==> config.mk <==
export PLATFORM = sky130hd
export DESIGN_NAME = dual_counter_seven_segment_frame_top
export DESIGN_NICKNAME = d
export VERILOG_FILES = /design/src/sv/dcss_pkg.sv /design/src/sv/dual_counter_seven_segment_frame_top.sv
export SDC_FILE = /design/constraint.sdc
export NUM_CORES = 1
export LEC_CHECK = 0
export BUFFER_PORTS_ARGS = -buffer_cell sky130_fd_sc_hd__clkbuf_2
export CAP_MARGIN = 20
export CORE_MARGIN = 5
export CORE_UTILIZATION = 55
export CTS_CLUSTER_DIAMETER = 30
export DETAILED_ROUTE_END_ITERATION = 10
export PLACE_DENSITY = 0.75
export SLEW_MARGIN = 20
export SYNTH_ARGS = -nofsm -noshare
export SYNTH_HDL_FRONTEND = slang
export SYNTH_SLANG_ARGS = --single-unit
==> constraint.sdc <==
create_clock -name i_clk -period 12.8 [get_ports i_clk]
set_input_delay 0.64 -clock i_clk [delete_from_list [all_inputs] [get_ports i_clk]]
set_output_delay 0.64 -clock i_clk [all_outputs]
set_load 0.1 [all_outputs]
==> src/sv/dcss_pkg.sv <==
// ----------------------------------------------------------------------------
// dcss_pkg
// Shared constants and helpers for the seven-segment display frame builder.
// ----------------------------------------------------------------------------
package dcss_pkg;

    localparam int unsigned VALUE_W     = 10;
    localparam int unsigned DIGIT_W     = 4;
    localparam int unsigned REM_W       = 7;
    localparam int unsigned ADDR_W      = 4;
    localparam int unsigned DATA_W      = 8;
    localparam int unsigned BRIGHT_W    = 4;
    localparam int unsigned SCAN_W      = 3;
    localparam int unsigned CNT_W       = 3;
    localparam int unsigned CFG_IDX_W   = 2;
    localparam int unsigned CFG_DATA_W  = 8;
    localparam int unsigned S_TDATA_W   = 24;
    localparam int unsigned M_TDATA_W   = 16;

    localparam logic [VALUE_W-1:0] VALUE_MAX = 10'd999;

    // config register indexes
    localparam logic [CFG_IDX_W-1:0] CFG_BRIGHTNESS     = 2'd0;
    localparam logic [CFG_IDX_W-1:0] CFG_DIGITS_SCANNED = 2'd1;

    localparam logic [BRIGHT_W-1:0] BRIGHT_RESET = 4'd15;
    localparam logic [SCAN_W-1:0]   SCAN_RESET   = 3'd7;

    // request kinds
    localparam logic REQ_INIT    = 1'b0;
    localparam logic REQ_DISPLAY = 1'b1;

    // driver register addresses
    localparam logic [ADDR_W-1:0] ADDR_DIGIT0    = 4'h1;
    localparam logic [ADDR_W-1:0] ADDR_DIGIT7    = 4'h8;
    localparam logic [ADDR_W-1:0] ADDR_DECODE    = 4'h9;
    localparam logic [ADDR_W-1:0] ADDR_INTENSITY = 4'hA;
    localparam logic [ADDR_W-1:0] ADDR_SCANLIM   = 4'hB;
    localparam logic [ADDR_W-1:0] ADDR_SHUTDOWN  = 4'hC;
    localparam logic [ADDR_W-1:0] ADDR_DISPTEST  = 4'hF;

    // last word position of each sequence
    localparam logic [CNT_W-1:0] INIT_LAST    = 3'd4;
    localparam logic [CNT_W-1:0] DISPLAY_LAST = 3'd7;

    localparam logic [DATA_W-1:0] SEG_BLANK = 8'h00;

    function automatic logic [DATA_W-1:0] seg_pattern(input logic [DIGIT_W-1:0] digit);
        logic [DATA_W-1:0] pat;
        unique case (digit)
            4'd0:    pat = 8'h7E;
            4'd1:    pat = 8'h30;
            4'd2:    pat = 8'h6D;
            4'd3:    pat = 8'h79;
            4'd4:    pat = 8'h33;
            4'd5:    pat = 8'h5B;
            4'd6:    pat = 8'h5F;
            4'd7:    pat = 8'h70;
            4'd8:    pat = 8'h7F;
            4'd9:    pat = 8'h7B;
            default: pat = SEG_BLANK;
        endcase
        return pat;
    endfunction

endpackage

==> src/sv/dual_counter_seven_segment_frame_top.sv <==
// ----------------------------------------------------------------------------
// dual_counter_seven_segment_frame_top
// Builds driver register-write words for an eight-digit seven-segment display.
// ----------------------------------------------------------------------------
// Slave stream takes one request per item: tuser is the kind (0 init,
// 1 display), tdata carries the up and down values. Master stream gives one
// register word per item, tlast on the final word of each sequence.
// Init emits shutdown, display test, decode, intensity and scan limit words.
// Display emits digits 7 down to 0: down value, two blanks, up value.
// Values above 999 show as 999.
// A taken request is held in the sequence control; its first word is then
// loaded into the output register. One word per cycle while i_m_tready is
// high; the word counter ends a display request after 8 words and an init after 5.
// The next request is taken in the cycle its predecessor's last word is
// loaded, so sequences follow each other without gaps.
// The output register holds its word while i_m_tready is low; the word
// counter and s-side ready stall with it.
// Reset clears the counter, the output valid and sets brightness to 15 and
// scan limit to 7. The config channel is always ready; an index beyond the
// two registers is ignored.
// ----------------------------------------------------------------------------
module dual_counter_seven_segment_frame_top (
    input  logic                               i_clk,
    input  logic                               i_rst_n,
    input  logic                               i_s_tvalid,
    output logic                               o_s_tready,
    // [9:0] up_value, [19:10] down_value, [23:20] zero
    input  logic [dcss_pkg::S_TDATA_W-1:0]     i_s_tdata,
    // [0] req_type
    input  logic                               i_s_tuser,
    output logic                               o_m_tvalid,
    input  logic                               i_m_tready,
    // [3:0] reg_addr, [11:4] reg_data, [15:12] zero
    output logic [dcss_pkg::M_TDATA_W-1:0]     o_m_tdata,
    output logic                               o_m_tlast,
    input  logic                               i_cfg_valid,
    output logic                               o_cfg_ready,
    input  logic [dcss_pkg::CFG_IDX_W-1:0]     i_cfg_index,
    input  logic [dcss_pkg::CFG_DATA_W-1:0]    i_cfg_data
);

    localparam int unsigned VW = dcss_pkg::VALUE_W;
    localparam int unsigned DW = dcss_pkg::DIGIT_W;
    localparam int unsigned RW = dcss_pkg::REM_W;
    localparam int unsigned CW = dcss_pkg::CNT_W;

    // config
    logic [dcss_pkg::BRIGHT_W-1:0] r_bright;
    logic [dcss_pkg::SCAN_W-1:0]   r_scan;

    // sequence control
    logic          r_busy;
    logic [CW-1:0] r_cnt;
    logic          r_kind;

    // held digits: hundreds and the remainder below 100 for each value
    logic [DW-1:0] r_down_h;
    logic [RW-1:0] r_down_r;
    logic [DW-1:0] r_up_h;
    logic [RW-1:0] r_up_r;

    // output register
    logic                          r_ovalid;
    logic [dcss_pkg::ADDR_W-1:0]   r_addr;
    logic [dcss_pkg::DATA_W-1:0]   r_data;
    logic                          r_olast;

    logic          w_adv;
    logic          w_emit;
    logic          w_word_last;
    logic          w_s_acc;
    logic [DW-1:0] w_in_down_h;
    logic [RW-1:0] w_in_down_r;
    logic [DW-1:0] w_in_up_h;
    logic [RW-1:0] w_in_up_r;

    logic [dcss_pkg::ADDR_W-1:0] w_addr;
    logic [dcss_pkg::DATA_W-1:0] w_data;
    logic [RW-1:0]               w_sel_r;
    logic [DW-1:0]               w_sel_h;
    logic [13:0]                 w_tens_prod;
    logic [DW-1:0]               w_tens;
    logic [DW-1:0]               w_ones;

    // saturate, then hundreds by reciprocal multiply (x*41 >> 12, exact below 1000)
    function automatic logic [DW+RW-1:0] split_hundreds(input logic [VW-1:0] v);
        logic [VW-1:0] x;
        logic [15:0]   prod;
        logic [DW-1:0] h;
        logic [VW-1:0] hx100;
        logic [VW-1:0] r;
        x     = (v > dcss_pkg::VALUE_MAX) ? dcss_pkg::VALUE_MAX : v;
        prod  = 16'(x) * 16'd41;
        h     = prod[15:12];
        hx100 = VW'(h) * VW'(100);
        r     = x - hx100;
        return {h, r[RW-1:0]};
    endfunction

    assign o_cfg_ready = 1'b1;

    always_ff @(posedge i_clk) begin
        if (!i_rst_n) begin
            r_bright <= dcss_pkg::BRIGHT_RESET;
            r_scan   <= dcss_pkg::SCAN_RESET;
        end else if (i_cfg_valid) begin
            if (i_cfg_index == dcss_pkg::CFG_BRIGHTNESS) begin
                r_bright <= i_cfg_data[dcss_pkg::BRIGHT_W-1:0];
            end else if (i_cfg_index == dcss_pkg::CFG_DIGITS_SCANNED) begin
                r_scan <= i_cfg_data[dcss_pkg::SCAN_W-1:0];
            end
        end
    end

    assign w_adv       = !r_ovalid || i_m_tready;
    assign w_emit      = r_busy && w_adv;
    assign w_word_last = (r_kind == dcss_pkg::REQ_INIT) ? (r_cnt == dcss_pkg::INIT_LAST)
                                                        : (r_cnt == dcss_pkg::DISPLAY_LAST);
    assign o_s_tready  = !r_busy || (w_adv && w_word_last);
    assign w_s_acc     = i_s_tvalid && o_s_tready;

    assign {w_in_up_h, w_in_up_r}     = split_hundreds(i_s_tdata[VW-1:0]);
    assign {w_in_down_h, w_in_down_r} = split_hundreds(i_s_tdata[2*VW-1:VW]);

    // tens and ones of the remainder that this word needs
    assign w_sel_r     = (r_cnt > 3'd4) ? r_up_r : r_down_r;
    assign w_sel_h     = (r_cnt > 3'd4) ? r_up_h : r_down_h;
    assign w_tens_prod = 14'(w_sel_r) * 14'd103;
    assign w_tens      = w_tens_prod[13:10];
    assign w_ones      = DW'(w_sel_r - (RW'(w_tens) * RW'(10)));

    always_comb begin
        w_addr = '0;
        w_data = '0;
        if (r_kind == dcss_pkg::REQ_INIT) begin
            unique case (r_cnt)
                3'd0: begin
                    w_addr = dcss_pkg::ADDR_SHUTDOWN;
                    w_data = 8'd1;
                end
                3'd1: begin
                    w_addr = dcss_pkg::ADDR_DISPTEST;
                    w_data = 8'd0;
                end
                3'd2: begin
                    w_addr = dcss_pkg::ADDR_DECODE;
                    w_data = 8'd0;
                end
                3'd3: begin
                    w_addr = dcss_pkg::ADDR_INTENSITY;
                    w_data = dcss_pkg::DATA_W'(r_bright);
                end
                default: begin
                    w_addr = dcss_pkg::ADDR_SCANLIM;
                    w_data = dcss_pkg::DATA_W'(r_scan);
                end
            endcase
        end else begin
            w_addr = dcss_pkg::ADDR_DIGIT7 - dcss_pkg::ADDR_W'(r_cnt);
            unique case (r_cnt)
                3'd0, 3'd5: w_data = dcss_pkg::seg_pattern(w_sel_h);
                3'd1, 3'd6: w_data = dcss_pkg::seg_pattern(w_tens);
                3'd2, 3'd7: w_data = dcss_pkg::seg_pattern(w_ones);
                default:    w_data = dcss_pkg::SEG_BLANK;
            endcase
        end
    end

    always_ff @(posedge i_clk) begin
        if (!i_rst_n) begin
            r_busy   <= 1'b0;
            r_cnt    <= '0;
            r_ovalid <= 1'b0;
        end else begin
            if (w_emit) begin
                r_cnt <= r_cnt + 3'd1;
                if (w_word_last) begin
                    r_busy <= 1'b0;
                end
            end
            if (w_s_acc) begin
                r_busy <= 1'b1;
                r_cnt  <= '0;
            end
            if (w_adv) begin
                r_ovalid <= r_busy;
            end
        end
    end

    always_ff @(posedge i_clk) begin
        if (w_s_acc) begin
            r_kind   <= i_s_tuser;
            r_down_h <= w_in_down_h;
            r_down_r <= w_in_down_r;
            r_up_h   <= w_in_up_h;
            r_up_r   <= w_in_up_r;
        end
        if (w_emit) begin
            r_addr  <= w_addr;
            r_data  <= w_data;
            r_olast <= w_word_last;
        end
    end

    assign o_m_tvalid = r_ovalid;
    assign o_m_tdata  = {4'd0, r_data, r_addr};
    assign o_m_tlast  = r_olast;

endmodule

==> Yosys cells after proc, flatten, opt, wreduce, memory -nomap -nowiden <==
Memories as Yosys holds them, arrays and structs flattened.
Cells that the tools add are included.
{ "word_totals": {"romBits": 336, "memories": 3, "regBits": 48, "word_cells": 72, "input_bits": 40} }
{ "mem_list": {"columns": ["name", "words", "width", "rd", "rd_ports_with_merged_regs", "write_ports", "line_no", "text"], "rows": [
  ["(no name shown)", 16, 7, 1, 0, 0, "dcss_pkg.sv:50", "unique case (digit)"],
  ["(no name shown)", 16, 7, 1, 0, 0, "dcss_pkg.sv:50", null],
  ["(no name shown)", 16, 7, 1, 0, 0, "dcss_pkg.sv:50", null]
]} }
{ "classes": {"n_eq_ne": 8, "bitwise": 2, "n_addsub": 5, "muxes": 13, "n_reduce_logical": 19, "mul": 6, "order_cmp": 3} }
{ "ops": {"columns": ["cell", "n"], "rows": [
  ["$mul A10 B6 Y16 const B", 2],
  ["$pmux W8 S3", 1],
  ["$gt A10 B10 Y1 const B", 2],
  ["$mux W10", 2],
  ["$mul A7 B7 Y14 const B", 1],
  ["$sub A7 B7 Y7", 2],
  ["$eq A3 B3 Y1 const B", 4],
  ["$pmux W3 S4", 1],
  ["$pmux W4 S3", 1],
  ["$mul A4 B5 Y5 const B", 2],
  ["$reduce_or A2 Y1", 5],
  ["$mux W4", 2],
  ["$mux W8", 1],
  ["$mux W7", 1],
  ["$eq A3 B2 Y1 const B", 2],
  ["$mul A4 B3 Y3 const B", 1],
  ["$mux W1", 4],
  ["$reduce_and A2 Y1", 2],
  ["$reduce_bool A2 Y1", 2],
  ["$sub A4 B3 Y4 const A", 1],
  ["$sub A4 B4 Y4", 1],
  ["$add A3 B1 Y3 const B", 1],
  ["$eq A3 B1 Y1 const B", 1],
  ["$gt A3 B3 Y1 const B", 1],
  ["8 further kinds", 13]
]} }

==> Longest topological paths before layout <==
Gate-level depths: netlist of run 1.
An unclocked memory read counts as a cell.
{ "depth": {"ltp_word": 8, "ltp_mapped": 27} }

==> Least setup slack after synthesis of run 1 <==
OpenSTA, ideal clock, no wires.
{ "synth_timing": {"path_type": "register to register", "startpoint": "register r_cnt[0]", "endpoint": "register r_data[0] in the netlist's numbering, data pin", "required_time_ps": 12539, "period_less_slack_ps": 6579, "stages_incl_launch_ff": 26, "setup_slack_ps": 6221, "t_arrival_ps": 6318, "path_cell_list": "dfxtp_1 inv_1 ha_1 inv_1 ha_1 buf_1 mux2_2 ha_1 inv_1 fa_1 inv_1 fa_1 ha_1 ha_1 a211o_1 a21oi_2 o21ai_0 xnor2_1 ha_1 inv_1 ha_1 a21oi_2 xnor3_2 and3_1 o21a_1 o32a_1"} }
{ "synth_via": {"elab_chain_len": 8} }
{ "synth_rtl": {"columns": ["element", "line_no", "text"], "rows": [
  ["start, declared", "dual_counter_seven_segment_frame_top.sv:53", "logic [CW-1:0] r_cnt;"],
  ["start signal, assigned", "dual_counter_seven_segment_frame_top.sv:176", "r_cnt <= r_cnt + 3'd1;"],
  ["$gt A3 B3 Y1", "dual_counter_seven_segment_frame_top.sv:126, dual_counter_seven_segment_frame_top.sv:127", null],
  ["$mux W7", "dual_counter_seven_segment_frame_top.sv:126", "assign w_sel_r = (r_cnt > 3'd4) ? r_up_r : r_down_r;"],
  ["$mul A7 B7 Y14", "dual_counter_seven_segment_frame_top.sv:128", "assign w_tens_prod = 14'(w_sel_r) * 14'd103;"],
  ["$mul A4 B3 Y3", "dual_counter_seven_segment_frame_top.sv:130", "assign w_ones = DW'(w_sel_r - (RW'(w_tens) * RW'(10)));"],
  ["$sub A4 B4 Y4", "dual_counter_seven_segment_frame_top.sv:130", null],
  ["$mem_v2 Z16 W7", null, null],
  ["$pmux W8 S3", "dual_counter_seven_segment_frame_top.sv:160", "unique case (r_cnt)"],
  ["$mux W8 *", "dual_counter_seven_segment_frame_top.sv:135", "if (r_kind == dcss_pkg::REQ_INIT) begin"],
  ["named net w_data, one bit", "dual_counter_seven_segment_frame_top.sv:78", "logic [dcss_pkg::DATA_W-1:0] w_data;"],
  ["end signal, assigned", "dual_counter_seven_segment_frame_top.sv:201", "r_data <= w_data;"],
  ["end, declared", "dual_counter_seven_segment_frame_top.sv:65", "logic [dcss_pkg::DATA_W-1:0] r_data;"]
]} }
Mark *: on every way through the listed nets, which the timed path passes. The rest lies on a longest branch.
A chain may end at the register's enable or synchronous reset.

==> Worst setup path in the final report of run 1 <==
Same ends and word-level chain as after synthesis.

==> results of run 1 <==
## placed cells by master (no fill, tap or decap), types with 3 or more instances in the layout
| cell type | Yosys | final |
|---|---|---|
| clkbuf_2 | 0 | 45 |
| a31oi_1 | 4 | 4 |
| clkbuf_8 | 0 | 5 |
| a21o_1 | 8 | 8 |
| nand3_1 | 6 | 6 |
| dfxtp_1 | 12 | 12 |
| nand2_1 | 30 | 30 |
| or2_2 | 8 | 8 |
| nor2_1 | 22 | 22 |
| nand4_1 | 3 | 3 |
| o21a_1 | 5 | 5 |
| mux2_2 | 6 | 6 |
| and3_1 | 3 | 3 |
| inv_1 | 99 | 99 |
| xor2_1 | 8 | 8 |
| ha_1 | 136 | 136 |
| o31ai_1 | 4 | 4 |
| nor3_1 | 5 | 5 |
| edfxtp_1 | 35 | 35 |
| nor2b_1 | 3 | 3 |
| fa_1 | 18 | 18 |
| xnor2_1 | 25 | 25 |
| and2_1 | 6 | 6 |
| a21oi_1 | 27 | 27 |
| o21ai_0 | 19 | 19 |
| mux2i_1 | 19 | 19 |
| conb_1 | 2 | 6 |
| a31o_2 | 4 | 4 |
## per-stage QoR
| stage | cell area, sq um | hold slack (ns) | utilization [%] | setup WS [ns] | instances |
|---|---|---|---|---|---|
| floorplan | 5670 | 0.442 | - | 6.22 | 593 |
| global placement | 5930 | 0.458 | 58.2 | 5.69 | 749 |
| detailed placement | 5930 | 0.466 | 58.2 | 5.52 | 749 |
| CTS | 6020 | 0.491 | 59.1 | 5.50 | 757 |
| global route | 6020 | 0.502 | 59.1 | 5.16 | 757 |
| finish | 6020 | 0.488 | 59.1 | 5.56 | 757 |
## cells in the mapped netlist, types with 2 or more instances
master     instances
a31oi_1            4
nor2_1            22
mux2_2             6
o21a_1             5
clkbuf_1          14
a22oi_1            2
nand3_1            6
nand4_1            3
a21oi_1           27
inv_1             99
mux2i_1           19
a2111oi_0          2
dfxtp_1           12
ha_1             136
nor4_1             2
nand2_1           30
o31ai_1            4
xnor2_1           25
edfxtp_1          35
o21ai_0           19
a21oi_2            2
fa_1              18
nor3_1             5
a21o_1             8
o41ai_1            2
conb_1             2
or2_2              8
o211ai_1           2
a211oi_1           2
nor3b_1            2
and4_1             2
a21boi_0           2
buf_4              9
xor2_1             8
and2_1             6
nor2b_1            3
a31o_2             4
inv_2              2
and3_1             3
o22ai_1            2
## cell type report
cell class | instances | area, sq um | area share [%]
multi-input combinational | 419 | 3850 | 64.0
clock buffer | 5 | 68.8 | 1.14
inverter | 101 | 379 | 6.30
sequential | 47 | 1290 | 21.5
tap | 136 | 170 | 2.83
clock inverter | 3 | 22.5 | 0.374
timing repair buffer | 46 | 233 | 3.87
## per-layer routing
layer / track usage, % / vias up
met5: 0 / -
li1: - / 2092
met1: 20.8 / 1904
met3: 1.85 / 6
met2: 30.6 / 63
met4: 2.35 / 0
## cells by family after synthesis
kind of cell,share of synthesized area (%)
mux,4.56
other cells,0.133
compound gates,12.5
flops,22.9
simple gates,8.44
buf+inv,9.19
xor+xnor,5.82
fa+ha+maj,36.5
## path summary, 6_finish.rpt
path                            startpoint    endpoint  slack (ns)  cells after the start
worst min register to register      r_busy  o_m_tvalid        0.49                      1
worst min-delay path                r_busy  o_m_tvalid        0.49                      1
worst max register to register    r_cnt[0]   r_data[0]        5.56                     24
worst max-delay path              r_cnt[0]   r_data[0]        5.56                     24
## registers in the layout, summed over array words and instances, names as in the netlist
name and count:
o_m_tlast 1, o_m_tvalid 1, r_addr 4, r_bright 4, r_busy 1, r_cnt 3
r_data 7, r_down_h 4, r_down_r 7, r_kind 1, r_scan 3, r_up_h 4
r_up_r 7
==> impl_metrics.yaml, run 1 <==
outcome:
  status: "finished clean"
synthesis:
  synth.largest_area_cell: "ha_1"
  synthFlopType: "edfxtp_1"
  avgSynthCellArea_sq_um: 9.59
  seq_area_frac_synth_pct: 22.9
  yosysWarnings: 0
  synth.distinct_cells: 65
  syn-cell-area_sq_um: 5650
  synthTopCellsByArea: "ha_1, edfxtp_1, inv_1"
  synth_cells: 589
  synth-edff-count: 35
  synth_async_sr_flop_share_pct: 0
  synth_top_cell_area_share_pct: 30.1
  ys_ff_latch: 47
route:
  wirelength_um: 10100
  drt_pre_antenna_iters: 4
  drt_iter0_drc: 119
  drt-met1-wl_um: 4630
  vias: 4065
  vias_per_cell: 5.37
  drc: 0
  ant_nets: 0
  wl_met2_um: 5190
  wl_met3_um: 240
  top_layer_used: "met4"
  avgRoutedWirePerCell_um: 13.4
cells_and_area:
  nFillCells: 895
  drive_above_1_share_pct: 13.4
  fin_nets: 814
  area_delta_synth_final_pct: 6.53
  antenna_cells: 0
timing:
  hold_violations: 0
  skew_ns: 0.0169
  tightest_slew_ns: 0.969
  totalNegativeSetupSlack_ns: 0
  period_share_pct: 56.5
  finalSetupViolations: 0
  rsz0062_at_grt: "false"
  period_needed_ns: 7.24
  slew_violations: 0
  slew_headroom_pct: 35.4
  timing.fmax_mhz: 138
critical_path:
  cpLargestDelayFamily: "adder cells"
  path_max_fanout: 12
  worstSetupPathType: "flop to flop"
  startpoint_type: "flop"
  path_cells: "inv_1 -> ha_1 -> inv_1 -> ha_1 -> mux2_2 -> ha_1 -> inv_1 -> fa_1 -> inv_1 -> fa_1 -> ha_1 -> ha_1 -> a211o_1 -> a21oi_2 -> o21ai_0 -> xnor2_1 -> ha_1 -> inv_1 -> ha_1 -> a21oi_2 -> xnor3_2 -> and3_1 -> o21a_1 -> o32a_1"
  cp-end-kind: "flop"
  crit_arrival_ns: 7.28
  cpPeakStageDelay_ns: 0.56
  critPathMostFrequentCell: "ha_1"
  cp.required_ns: 12.84
  cp.buffers_inverters: 5
  crit_slowest_cell: "ha_1"
die:
  ioPinCount: 60
  floorplan.initialDensity_pct: 55.5
  fp.coreArea_sq_um: 10200
  die_area_sq_um: 12400
  rows: 37
  dieHeight_um: 111
  die_w_um: 111
cts:
  cts_inserted_buffers: 5
  cts_tree: "built"
  cts.path.max_buffers: 2
  cts_resized: 0
  h-tree-depth: 2
  clock_latency_ns: 0.30
  root_buffer: "clkbuf_8"
  cts-hold-fix-buffers: 0
  post-cts-setup-buffer-count: 0
  clkTransAtPathRegs_ns: 0.08
  clock-sinks: 47
placed_design:
  dp_hpwl_um: 8640
  portBuffers: 45
  gp_congestion: 0.843
hold_path:
  hold_path.class: "flop to flop"
global_route:
  grt_overflow: 0
  grt_pass1_wl_um: 17400
  grt_pass1_vias: 4036
  grt_antenna_before_repair: 0
  grt.total_usage_pct: 16.4
  grt_max_degree: 25
run:
  cap_viol_max_count: 0
Power of run 1 is left out: the tool's default activity adds up to more than one toggle a clock period on the data nets, which glitch-free logic cannot reach.
==> inputs of run 2 (changes only) <==
PLACE_DENSITY = 0.78   (was 0.75)
clock period = 6.5 ns   (was 12.8 ns; I/O delays follow)
==> impl_metrics.yaml, run 2 (same netlist as run 1, synthesis figures left out) <==
outcome:
  status: "finished clean"
critical_path:
  path_max_fanout: 12
  crit_arrival_ns: 6.28
  worstSetupPathType: "flop to flop"
  cp-startpoint: "r_cnt[0]"
  r2r_cells: 24
  cp-end-kind: "flop"
  cp.required_ns: 6.55
  startpoint_type: "flop"
  regToRegStartpoint: "r_cnt[0]"
hold_path:
  hold_path.class: "input pin to flop"
  holdPathStages: 1
  min_from: "i_s_tuser"
timing:
  setup_ws_ns: 0.273
  finalSetupViolations: 0
  period_needed_ns: 6.23
  tightest_slew_ns: 0.996
  skew_ns: 0.00516
  slew_headroom_pct: 33.6
  timing.fmax_mhz: 161
  hold_violations: 0
  slew_violations: 0
  period_share_pct: 95.8
route:
  wirelength_um: 10400
  vias: 4131
  avgRoutedWirePerCell_um: 13.5
  ant_nets: 0
  drt_pre_antenna_iters: 5
  vias_per_cell: 5.36
  drt_iter0_drc: 148
  drc: 0
cts:
  cts_tree: "built"
  cts.path.max_buffers: 2
  root_buffer: "clkbuf_8"
  cts-hold-fix-buffers: 0
  cts_inserted_buffers: 5
  clkTransAtPathRegs_ns: 0.09
  clock-sinks: 47
  clock_latency_ns: 0.30
  h-tree-depth: 2
placed_design:
  gp_congestion: 0.845
  dp_slack_ns: 0.223
  dp_hpwl_um: 8960
  portBuffers: 45
cells_and_area:
  fin_nets: 828
  antenna_cells: 0
  nFillCells: 876
  final_common_cell: "ha_1"
  final_cell_mix: "ha_1, inv_1, clkbuf_2"
  area_delta_synth_final_pct: 9.48
  seqCellArea_sq_um: 1290
  largestRegisters: "r_data x7, r_down_r x7, r_up_r x7"
  multi_input_area_sq_um: 3870
  drive_above_1_share_pct: 15.7
die:
  dieHeight_um: 111
  die_area_sq_um: 12400
  ioPinCount: 60
  rows: 37
  floorplan.initialDensity_pct: 55.5
  fp.coreArea_sq_um: 10200
  die_w_um: 111
global_route:
  grt_pass1_wl_um: 18200
  grt_pass1_vias: 4262
  grt_overflow: 0
  grt.total_usage_pct: 17.1
  grt_antenna_before_repair: 0
  grt_max_degree: 25
run:
  cap_viol_max_count: 0
## run 2: routing by layer
layer | up-vias | global-route usage [%] | routed length (um)
met2 | 80 | 31.8 | 5360
met5 | - | 0 | 0
met1 | 1924 | 21.0 | 4550
li1 | 2111 | - | -
met3 | 16 | 2.55 | 325
met4 | 0 | 3.57 | 138
## run 2: worst max-delay path, cell delays in order, from the launching register on
cell and delay (ns):
dfxtp_1 0.36, inv_1 0.09, ha_1 0.25, inv_1 0.09, ha_2 0.19, buf_12 0.15
mux2_2 0.39, ha_1 0.31, inv_1 0.06, fa_1 0.50, inv_1 0.05, fa_1 0.47
ha_1 0.30, ha_1 0.31, a211o_1 0.31, a21oi_2 0.14, buf_4 0.13, o221ai_4 0.11
buf_4 0.18, a21oi_2 0.19, xnor2_1 0.18, xnor3_2 0.53, and3_1 0.20, o21a_1 0.19
o32a_1 0.30
## run 2: final timing paths
| check | slack (ns) | endpoint |
|---|---|---|
| worst max register to register | 0.27 | r_data[0] |
| worst max-delay path | 0.27 | r_data[0] |
| worst min register to register | 0.49 | r_scan[0] |
| worst min-delay path | 0.20 | r_kind |
## run 2: timing repair
action / CTS / global route
buffers inserted: 0 / 1
resized for setup: 0 / 5
endpoints found under the setup margin: 0 / 6
## run 2: cell type report
class                           count  area share (%)
Clock buffer                        8            1.98
Inverter                          101            6.13
Multi-Input combinational cell    419            62.6
Sequential cell                    47            20.9
Tap cell                          136            2.75
Timing Repair Buffer               60            5.66
## run 2: metrics by stage
stage	setup TNS, ns	hold slack, ns	instance area, sq um	std cells	utilization [%]
floorplan	0	0.424	5670	593	-
global placement	0	0.457	6040	762	59.3
detailed placement	0	0.475	6040	762	59.3
CTS	0	0.193	6160	770	60.5
global route	-0.0522	0.184	6190	771	60.7
finish	0	0.204	6190	771	60.7
Power of run 2 is left out for the same reason.
==> inputs of run 3 (changes only) <==
--- a/config.mk
+++ b/config.mk
@@ -8,8 +8,7 @@
 export BUFFER_PORTS_ARGS = -buffer_cell sky130_fd_sc_hd__clkbuf_2
-export CAP_MARGIN = 20
+export CAP_MARGIN = 5
 export CORE_MARGIN = 5
-export CORE_UTILIZATION = 55
+export CORE_UTILIZATION = 30
 export CTS_CLUSTER_DIAMETER = 30
 export DETAILED_ROUTE_END_ITERATION = 10
-export PLACE_DENSITY = 0.78
 export SLEW_MARGIN = 20
==> constraint.sdc (replaced) <==
create_clock -name i_clk -period 6.5 [get_ports i_clk]
set_input_delay 0.975 -clock i_clk [delete_from_list [all_inputs] [get_ports i_clk]]
set_output_delay 0.975 -clock i_clk [all_outputs]
set_load 0.1 [all_outputs]
==> impl_metrics.yaml, run 3 (same netlist as run 1, synthesis figures left out) <==
outcome:
  status: "finished clean"
critical_path:
  endpoint: "r_data[0]"
  regToRegStartpoint: "r_cnt[0]"
  r2r-end: "r_data[0]"
  cp-end-kind: "flop"
  worstSetupPathType: "flop to flop"
  reg2reg_slack_ns: 0.33
  path_max_fanout: 12
  startpoint_type: "flop"
  crit_arrival_ns: 6.20
  cp-startpoint: "r_cnt[0]"
  r2r_cells: 24
  cp.required_ns: 6.53
timing:
  totalNegativeSetupSlack_ns: 0
  timing.fmax_mhz: 162
  finalSetupViolations: 0
  hold_violations: 0
  slew_violations: 0
  skew_ns: 0.00620
  period_needed_ns: 6.17
  tightest_slew_ns: 1.02
  slew_headroom_pct: 32.1
  rsz0062_at_grt: "false"
  period_share_pct: 94.9
cells_and_area:
  finish.utilization_pct: 34.3
  seqCellArea_sq_um: 1290
  fin_nets: 833
  final_common_cell: "ha_1"
  final_cell_mix: "ha_1, inv_1, clkbuf_2"
  largestRegisters: "r_data x7, r_down_r x7, r_up_r x7"
  drive_above_1_share_pct: 16.4
  stdcell_count: 874
  nFillCells: 1963
  antenna_cells: 0
  multi_input_area_sq_um: 3870
  area_delta_synth_final_pct: 13.1
route:
  drc: 0
  wirelength_um: 10400
  drt_iter0_drc: 176
  ant_nets: 0
  vias_per_cell: 4.56
  avgRoutedWirePerCell_um: 11.9
  vias: 3987
  drt_pre_antenna_iters: 4
run:
  cap_viol_max_count: 0
cts:
  root_buffer: "clkbuf_16"
  clock-sinks: 47
  cts-hold-fix-buffers: 0
  clkTransAtPathRegs_ns: 0.06
  cts_tree: "built"
  h-tree-depth: 2
  cts.path.max_buffers: 2
  clock_latency_ns: 0.29
  cts_inserted_buffers: 5
global_route:
  grt_pass1_wl_um: 18000
  grt.total_usage_pct: 9.84
  grt_antenna_before_repair: 0
  grt_overflow: 0
  grt_max_degree: 25
  grt_pass1_vias: 3965
die:
  die_w_um: 147
  floorplan.initialDensity_pct: 30.3
  dieHeight_um: 147
  fp.coreArea_sq_um: 18600
  ioPinCount: 60
  die_area_sq_um: 21700
  rows: 50
hold_path:
  hold_path.class: "flop to flop"
placed_design:
  portBuffers: 45
  gp_congestion: 0.806
  dp_cells: 865
  dp_hpwl_um: 8970
-- run 3: changes by cell type in the layout (fill, tap and decap cells not counted), sizes merged --
| cell | before | now |
|---|---|---|
| inv | 101 | 102 |
| bufinv | 0 | 1 |
| clkinv | 0 | 1 |
| clkbuf | 53 | 50 |
| buf | 15 | 20 |
-- run 3: layout make-up --
cell class / instances / share of cell area (%)
inverter: 101 / 5.93
clock buffer: 5 / 1.96
clock inverter: 3 / 0.744
tap: 234 / 4.58
multi-input combinational: 419 / 60.5
timing repair buffer: 65 / 6.07
sequential: 47 / 20.2
-- run 3: repair_timing --
| item | CTS | global route |
|---|---|---|
| gates resized for setup | 0 | 4 |
| endpoints found under the setup margin | 0 | 6 |
| setup buffers | 0 | 1 |
-- run 3: worst min path at each step --
stage | cells after the start | slack [ns] | start | end
3_3_place_gp | 2 | 0.46 | r_bright[2] | r_bright[2]
4_1_cts | 2 | 0.48 | r_bright[2] | r_bright[2]
3_5_place_dp | 2 | 0.47 | r_bright[2] | r_bright[2]
6_report | 2 | 0.49 | r_bright[2] | r_bright[2]
2_1_floorplan | 2 | 0.44 | r_bright[0] | r_bright[0]
5_1_grt | 2 | 0.50 | r_bright[3] | r_bright[3]
-- run 3: critical path: stages (launching register included) --
cell and delay [ns]:
dfxtp_1 0.32, inv_1 0.07, ha_1 0.21, inv_1 0.07, ha_1 0.20, buf_12 0.16, mux2_2 0.41, ha_1 0.33
inv_1 0.06, fa_1 0.49, inv_1 0.05, fa_1 0.48, ha_1 0.30, ha_1 0.31, a211o_1 0.32, a21oi_2 0.13
buf_4 0.13, o221ai_4 0.11, buf_4 0.18, a21oi_2 0.18, xnor2_1 0.17, xnor3_2 0.53, and3_1 0.19, o21a_1 0.19
o32a_1 0.29
-- run 3: routing by layer --
metal | vias up | global-route usage (%) | routed length (um)
met5 | - | 0 | 0
met1 | 1817 | 13.8 | 5410
met4 | 0 | 1.96 | 90
met2 | 44 | 16.1 | 4640
li1 | 2119 | - | -
met3 | 7 | 1.57 | 258
-- run 3: through the flow --
step                worst slack [ns]  hold WS, ns  cell area [sq um]
global placement               0.194        0.459               6200
detailed placement             0.149        0.466               6200
finish                         0.330        0.486               6390
global route                 0.00625        0.502               6390
CTS                            0.150        0.481               6370
floorplan                      0.120        0.442               5670
Power of run 3 is left out for the same reason.
